--- src/cci_dly.sv ---
// Enabled shift line that carries side data alongside the arithmetic stages.
// No dependencies.
`default_nettype none

module cci_dly #(
    parameter int WIDTH = 8,
    parameter int DEPTH = 2
) (
    input  wire logic              clk,
    input  wire logic              en,
    input  wire logic [WIDTH-1:0]  d,
    output logic      [WIDTH-1:0]  q
);
    logic [WIDTH-1:0] line_reg [DEPTH];

    always_ff @(posedge clk)
    begin
        if (en)
        begin
            line_reg[0] <= d;
            for (int k = 1; k < DEPTH; k++)
            begin
                line_reg[k] <= line_reg[k-1];
            end
        end
    end

    assign q = line_reg[DEPTH-1];

endmodule

`default_nettype wire

--- config.mk ---
export PLATFORM = sky130hd
export DESIGN_NAME = cci_dly
export DESIGN_NICKNAME = d
export VERILOG_FILES = /design/src/cci_dly.sv
export SDC_FILE = /design/constraint.sdc
export NUM_CORES = 1
export LEC_CHECK = 0
export BUFFER_PORTS_ARGS = -buffer_cell sky130_fd_sc_hd__buf_2
export CORE_AREA = 2 2 43 45
export DETAILED_ROUTE_END_ITERATION = 16
export DIE_AREA = 0 0 45 47
export SYNTH_ARGS = -nofsm -noshare
export SYNTH_HDL_FRONTEND = slang
export SYNTH_SLANG_ARGS = --single-unit
--- constraint.sdc ---
create_clock -name clk -period 1.1 [get_ports clk]
set_input_delay 0.055 -clock clk [delete_from_list [all_inputs] [get_ports clk]]
set_output_delay 0.055 -clock clk [all_outputs]
set_load 0.1 [all_outputs]
==> results.yml, run 1 <==
synthesis:
  yosysTopAreaCellShare_pct: 88.89
  synth-simple-area-share_pct: 0
  synth_top_cell_by_area: "edfxtp_1"
  synth_nets: 34
  yosysWarnings: 0
  synth-async-reset-ratio_pct: 0
  syn_area_um2: 540.5
  synth_area_leaders: "edfxtp_1, buf_4"
  ys_top_cells_by_count: "edfxtp_1, buf_4"
  synth_compound_area_share_pct: 0
  seq_area_frac_synth_pct: 88.89
  yosysUniqueCellTypes: 2
  ys.flop_type: "edfxtp_1"
  postSynthCellCount: 24
  synth_edf_count: 16
  yosys.area_share.adder_pct: 0
  ys_ff_latch: 16
  synth_mux_area_share_pct: 0
  post_synth_xor_area_fraction_pct: 0
  syn_avg_cell_area_um2: 22.52
  synth_top_family_by_area: "buffers and inverters"
  synth_most_common_cell: "edfxtp_1"
detailed_routing:
  drt_iter0_markers: 5
  highest_layer: "met3"
  wl_um: 667
  wire_per_inst_um: 10.93
  met1Wirelength_um: 244
  via_per_inst: 4.066
  drc: 0
  vias: 248
  ant_nets: 0
  wl_met3_um: 88
  drt_first_pass_iters: 2
  met2_length_um: 334
finish:
  num-fill-cells: 147
  antenna_cells: 0
  fin_cells: 61
  syn_to_final_growth_pct: 40.51
  fin_nets: 56
  num-multi-input-gates: 0
  multi_input_area_um2: 0
  seqCellArea_um2: 480.5
  layout-drive-gt1-share_pct: 45.45
  largest_register_ffs: 16
clock_tree:
  clk_latency_ps: 270
  cts_tree: "built"
  cts_root_buf: "clkbuf_4"
  post-cts-setup-buffers: 0
  cts_sinks: 16
  cts_max_level: 1
  cts_made_buffers: 3
  cts_buffer_depth: 2
  path_clk_slew_ps: 80
floorplan:
  die_h_um: 47
  rows: 15
  start_util_pct: 32.73
  coreArea_um2: 1652
  die_x_um: 45
  dieArea_um2: 2115
  ios: 18
power:
  irDropWorstVdd_v: 0.0007621
  p_leak_uw: 0.0002954
  power-per-cell-area_nw_per_um2: 1668
worst_hold_path:
  hold_start: "en"
  hold-path-endpoint: "line_reg[0][11]"
  worstHoldPathType: "in -> reg"
  holdPathStages: 1
status:
  status: "complete, no violations"
worst_setup_path:
  cpLargestDelayFamily: "flip-flops"
  end_kind: "output port"
  rr_startpoint: "line_reg[0][5]"
  path_class: "reg -> out"
  path_cells: "clkbuf_4"
  reg2reg_depth: 0
  worstPathArrival_ps: 930
  slowest_stage: "edfxtp_1"
  worstPathMaxFanout: 1
  worst_ep_required_time_ps: 1040
  crit_path_start_kind: "register"
  r2r-end: "line_reg[0][13]"
  cpPeakStageDelay_ps: 330
  path_depth: 1
  rrSetupSlack_ps: 470
  cp.buffers_inverters: 1
placement:
  port_buffers: 17
  routabilityCongestion: 0.5934
  dp.cells: 50
sta:
  fmax_ghz: 1.019
  tns_ps: 0
  slew_headroom_pct: 77.25
  period_needed_ps: 981.2
  drv_slew: 0
  finalCritPeriodShare_pct: 89.20
  worstMarginPinSlew_ps: 341.3
  hold_violations: 0
  setup_viol: 0
  final.setup_skew_ps: 1.958
  rsz0062_at_grt: "false"
global_route:
  grt-ovfl-total: 0
  antenna_found_initial: 0
  track_usage_pct: 7.277
  grt_max_degree: 17
  grt_pass1_wl_um: 972
  grt_pass1_vias: 232
job:
  maxCapViolations: 0
-- metrics by stage --
step | total power (uW) | hold WS [ps] | setup WS, ps | utilization, % | cell area (um2)
final | 1267 | 201.3 | 118.8 | 45.98 | 759.5
after global routing | 1324 | 195.2 | 69.00 | 45.98 | 759.5
after CTS | 1276 | 195.1 | 10.90 | 45.53 | 752.0
after detailed placement | 972.2 | 233.1 | 310.1 | 39.17 | 646.9
after global placement | 964.1 | 233.2 | 331.7 | 39.17 | 646.9
after floorplan | 914.5 | 153.9 | 470.1 | - | 540.5
-- cell families after synthesis --
kind of cell,count (synthesis)
DFF,16
buffers and inverters,8
-- layout make-up --
cell class            count  area share (%)
clock buffer              3           2.965
tap                      17           2.801
timing repair buffer     25           30.97
sequential               16           63.26
-- layer usage --
| metal | track usage [%] | vias to the layer above |
|---|---|---|
| met5 | 0 | - |
| met4 | 7.059 | 0 |
| met3 | 3.846 | 0 |
| met2 | 11.14 | 16 |
| met1 | 6.948 | 111 |
| li1 | - | 121 |
-- report_power, final --
group / total [uW] / switching, uW / internal (uW)
Combinational: 242 / 166 / 76.3
Sequential: 740 / 16.8 / 723
Clock: 285 / 159 / 127
-- worst max-delay path by stage --
| stage | start | endpoint | slack, ps |
|---|---|---|---|
| 6_report | line_reg[0][9] | q[1] | 120 |
| 5_1_grt | line_reg[0][12] | q[4] | 70 |
| 4_1_cts | line_reg[0][9] | q[1] | 10 |
| 3_5_place_dp | line_reg[0][11] | q[3] | 310 |
| 3_3_place_gp | line_reg[0][12] | q[4] | 330 |
| 2_1_floorplan | line_reg[0][8] | q[0] | 470 |
-- layout by cell type, fill, tap and decap left out --
cell and count:
clkbuf_4 6, buf_4 1, buf_2 9, dlygate4sd3_1 8, buf_12 4, edfxtp_1 16
-- repair_timing --
| item | CTS | global route |
|---|---|---|
| gates resized for setup | 1 | 3 |
| hold buffers | 8 | 0 |
| endpoints found under the hold margin | 8 | 0 |
| endpoints found under the setup margin | 1 | 3 |
No activity file was read; power rests on OpenSTA's default activity.
==> run 2: changes to the inputs <==
==> constraint.sdc (replaced) <==
create_clock -name clk -period 0.9 [get_ports clk]
set_input_delay 0.045 -clock clk [delete_from_list [all_inputs] [get_ports clk]]
set_output_delay 0.045 -clock clk [all_outputs]
set_load 0.1 [all_outputs]
==> results.yml, run 2 (synthesis gave the netlist of run 1 again) <==
status:
  status: "finished with violations"
  violations: "negative setup slack"
placement:
  routabilityCongestion: 0.5934
  port_buffers: 17
  place_area_um2: 706.9
  dp_slack_ps: 207.8
detailed_routing:
  drc: 0
  wire_per_inst_um: 10.03
  ant_nets: 0
  drt_first_pass_iters: 1
  via_per_inst: 4.049
  wl_um: 612
  vias: 247
  drt_iter0_markers: 0
worst_setup_path:
  cpLargestDelayFamily: "flip-flops"
  cp.buffers_inverters: 1
  worstPathMaxFanout: 1
  slowest_stage: "edfxtp_1"
  path_cells: "buf_12"
  end_kind: "output port"
  crit_path_start_kind: "register"
  path_class: "reg -> out"
  worst_ep_required_time_ps: 850
  cpPeakStageDelay_ps: 420
  worstPathArrival_ps: 880
floorplan:
  coreArea_um2: 1652
  die_x_um: 45
  rows: 15
  dieArea_um2: 2115
  ios: 18
  die_h_um: 47
  start_util_pct: 32.73
clock_tree:
  cts_made_buffers: 3
  path_clk_slew_ps: 80
  post-cts-setup-buffers: 0
  cts_max_level: 1
  cts_root_buf: "clkbuf_4"
  cts_sinks: 16
  cts_buffer_depth: 2
  cts_tree: "built"
  clk_latency_ps: 270
  cts_resized: 0
sta:
  drv_slew: 0
  rsz0062_at_grt: "true"
  setup_slack_ps: -23.52
  final.setup_skew_ps: 0.6802
  period_needed_ps: 923.5
  hold_violations: 0
  whs_ps: 187.9
  setup_viol: 8
  tns_ps: -145.7
  finalCritPeriodShare_pct: 102.6
  slew_headroom_pct: 78.17
  worstMarginPinSlew_ps: 327.4
  fmax_ghz: 1.083
finish:
  fin_nets: 56
  antenna_cells: 0
  multi_input_area_um2: 0
  layout-drive-gt1-share_pct: 45.45
  final_common_cell: "edfxtp_1"
  seqCellArea_um2: 480.5
  num-multi-input-gates: 0
  final_cell_mix: "edfxtp_1, buf_2, dlygate4sd3_1, buf_12, clkbuf_4"
  largest_register_ffs: 16
  syn_to_final_growth_pct: 49.77
  num-fill-cells: 136
  postLayoutCellArea_um2: 809.5
power:
  p_total_uw: 1571
  irDropWorstVdd_v: 0.0008976
  power-per-cell-area_nw_per_um2: 1941
  p_leak_uw: 0.0003144
global_route:
  grt_max_degree: 17
  grt_pass1_vias: 259
  track_usage_pct: 6.956
  grt_pass1_wl_um: 979
  antenna_found_initial: 0
  grt-ovfl-total: 0
job:
  maxCapViolations: 0
worst_hold_path:
  worstHoldPathType: "in -> reg"
run 2: power by group:
group	total [uW]	internal (uW)	switching, uW
clock network	336	155	181
registers	910	884	25.6
logic	326	124	202
total	1570	1160	409
run 2: what timing repair did:
item	CTS	global route
endpoints found under the hold margin	8	0
pin swaps	0	0
hold buffers	8	0
endpoints found under the setup margin	8	8
run 2: layout make-up:
type                    count  share of cell area, %
flip-flops and latches     16                  59.35
repair buffers             25                  35.24
clock buffers               3                  2.782
well taps                  17                  2.628
run 2: metal layers:
layer | vias up | GRT usage (%) | wire [um]
met5 | - | 0 | 0
met4 | 0 | 7.059 | 6
met3 | 2 | 2.308 | 64
met2 | 16 | 10.86 | 320
met1 | 107 | 7.214 | 220
li1 | 122 | - | -
run 2: path summary, 6_finish.rpt:
check	startpoint	end	slack (ps)	cells after the start
hold / removal	en	line_reg[0][11]	190	1
setup / recovery	line_reg[0][12]	q[4]	-20	1
hold reg to reg	line_reg[0][1]	line_reg[0][9]	420	0
setup reg to reg	line_reg[0][2]	line_reg[0][10]	270	0
run 2: metrics by stage:
step	util (%)	cells
global route	49.02	61
CTS	49.02	61
detailed placement	42.80	50
finish	49.02	61
floorplan	-	24
global placement	42.80	50
==> run 3: changes to the inputs <==
--- a/config.mk
+++ b/config.mk
@@ -6,9 +6,10 @@
 export NUM_CORES = 1
 export LEC_CHECK = 0
 export BUFFER_PORTS_ARGS = -buffer_cell sky130_fd_sc_hd__buf_2
-export CORE_AREA = 2 2 43 45
+export CORE_AREA = 10 10 51 53
 export DETAILED_ROUTE_END_ITERATION = 16
-export DIE_AREA = 0 0 45 47
+export DIE_AREA = 0 0 61 63
+export HOLD_SLACK_MARGIN = 0.03
 export SYNTH_ARGS = -nofsm -noshare
 export SYNTH_HDL_FRONTEND = slang
 export SYNTH_SLANG_ARGS = --single-unit
==> constraint.sdc (replaced) <==
create_clock -name clk -period 1 [get_ports clk]
set_input_delay 0.05 -clock clk [delete_from_list [all_inputs] [get_ports clk]]
set_output_delay 0.05 -clock clk [all_outputs]
set_load 0.1 [all_outputs]
==> results.yml, run 3 (synthesis gave the netlist of run 1 again) <==
status:
  status: "complete, no violations"
power:
  p_seq_share_pct: 57.4
  p_sw_share_pct: 26.71
  clock_power_share_pct: 21.9
  power.switching_uw: 381.4
  p_leak_uw: 0.0003144
  p_int_uw: 1046
  p_total_uw: 1428
  irDropWorstVdd_v: 0.0009047
  power-per-cell-area_nw_per_um2: 1764
  comb_power_share_pct: 20.6
floorplan:
  start_util_pct: 32.73
  die_h_um: 63
  coreArea_um2: 1652
  die_x_um: 61
  ios: 18
  rows: 15
  dieArea_um2: 3843
sta:
  fmax_ghz: 1.059
  tns_ps: 0
  hold_violations: 0
  worstMarginPinSlew_ps: 335.6
  drv_slew: 0
  slew_headroom_pct: 77.63
  rsz0062_at_grt: "false"
  finalCritPeriodShare_pct: 94.42
  setup_viol: 0
  whs_ps: 194.4
  final.setup_skew_ps: 1.445
  period_needed_ps: 944.2
clock_tree:
  cts_max_level: 1
  clk_latency_ps: 270
  path_clk_slew_ps: 80
  post-cts-setup-buffers: 0
  cts_made_buffers: 3
  cts_tree: "built"
  cts_root_buf: "clkbuf_4"
  cts_resized: 0
  cts_buffer_depth: 2
  cts_sinks: 16
worst_hold_path:
  hold-path-endpoint: "line_reg[0][8]"
  hold_start: "en"
  worstHoldPathType: "in -> reg"
  holdPathStages: 1
global_route:
  grt-ovfl-total: 0
  track_usage_pct: 4.717
  grt_pass1_wl_um: 1373
  grt_pass1_vias: 295
  grt_max_degree: 17
  antenna_found_initial: 0
placement:
  port_buffers: 17
  place_area_um2: 706.9
  routabilityCongestion: 0.5786
worst_setup_path:
  reg2reg_depth: 0
  rrSetupSlack_ps: 370
  path_cells: "buf_12"
  path_class: "reg -> out"
  worstPathArrival_ps: 890
  r2r-end: "line_reg[0][14]"
  cp.buffers_inverters: 1
  worst_ep_required_time_ps: 950
  cpLargestDelayFamily: "flip-flops"
  slowest_stage: "edfxtp_1"
  crit_path_start_kind: "register"
  cpPeakStageDelay_ps: 430
  worstPathMaxFanout: 1
  end_kind: "output port"
  path_depth: 1
  rr_startpoint: "line_reg[0][6]"
finish:
  num-fill-cells: 135
  layout-drive-gt1-share_pct: 45.45
  final_cell_mix: "edfxtp_1, buf_2, dlygate4sd3_1, buf_12, clkbuf_4"
  antenna_cells: 0
  fin_nets: 56
  num-multi-input-gates: 0
  multi_input_area_um2: 0
  postLayoutCellArea_um2: 809.5
  final_common_cell: "edfxtp_1"
  syn_to_final_growth_pct: 49.77
  largest_register_ffs: 16
  fin_util_pct: 49.02
detailed_routing:
  wire_per_inst_um: 13.38
  ant_nets: 0
  drc: 0
  wl_um: 816
  drt_first_pass_iters: 1
  drt_iter0_markers: 0
  via_per_inst: 4.148
  vias: 253
job:
  maxCapViolations: 0
run 3: cell counts in the layout (fill, tap and decap cells not counted):
Identical to the previous run, type by type.
run 3: per-stage QoR:
step                std cells  setup slack [ps]
global route               61             10.05
global placement           50             337.3
floorplan                  24             375.1
CTS                        61             31.39
detailed placement         50             295.2
finish                     61             55.85
run 3: worst max-delay path by stage:
stage                    start             end  slack (ps)
4_1_cts        line_reg[0][12]            q[4]          30
3_3_place_gp                en  line_reg[0][5]         340
5_1_grt        line_reg[0][11]            q[3]          10
3_5_place_dp                en  line_reg[0][6]         300
2_1_floorplan   line_reg[0][8]            q[0]         380
6_report       line_reg[0][11]            q[3]          60
run 3: cell type report:
cell class	instances	area (um2)	area share, %
flip-flops and latches	16	480.5	59.35
repair buffers	25	285.3	35.24
well taps	17	21.27	2.628
clock buffers	3	22.52	2.782
run 3: repair_timing:
item | in CTS | in global routing
setup endpoints to repair | 0 | 0
hold endpoints to repair | 8 | 0
hold buffers | 8 | 0
run 3: metal layers:
metal	GRT usage (%)	wire [um]	up-vias
li1	-	-	123
met1	5.113	328	114
met2	6.122	370	16
met3	3.455	118	0
met4	3.297	0	0
met5	0	0	-
run 3: power by group through the flow:
| stage | Combinational [uW] | Sequential, uW | Clock [uW] |
|---|---|---|---|
| after global placement | 272 | 831 | 0 |
| final | 294 | 820 | 313 |
| after global routing | 306 | 824 | 369 |
| after CTS | 297 | 822 | 331 |
| after floorplan | 188 | 818 | 0 |
| after detailed placement | 274 | 838 | 0 |
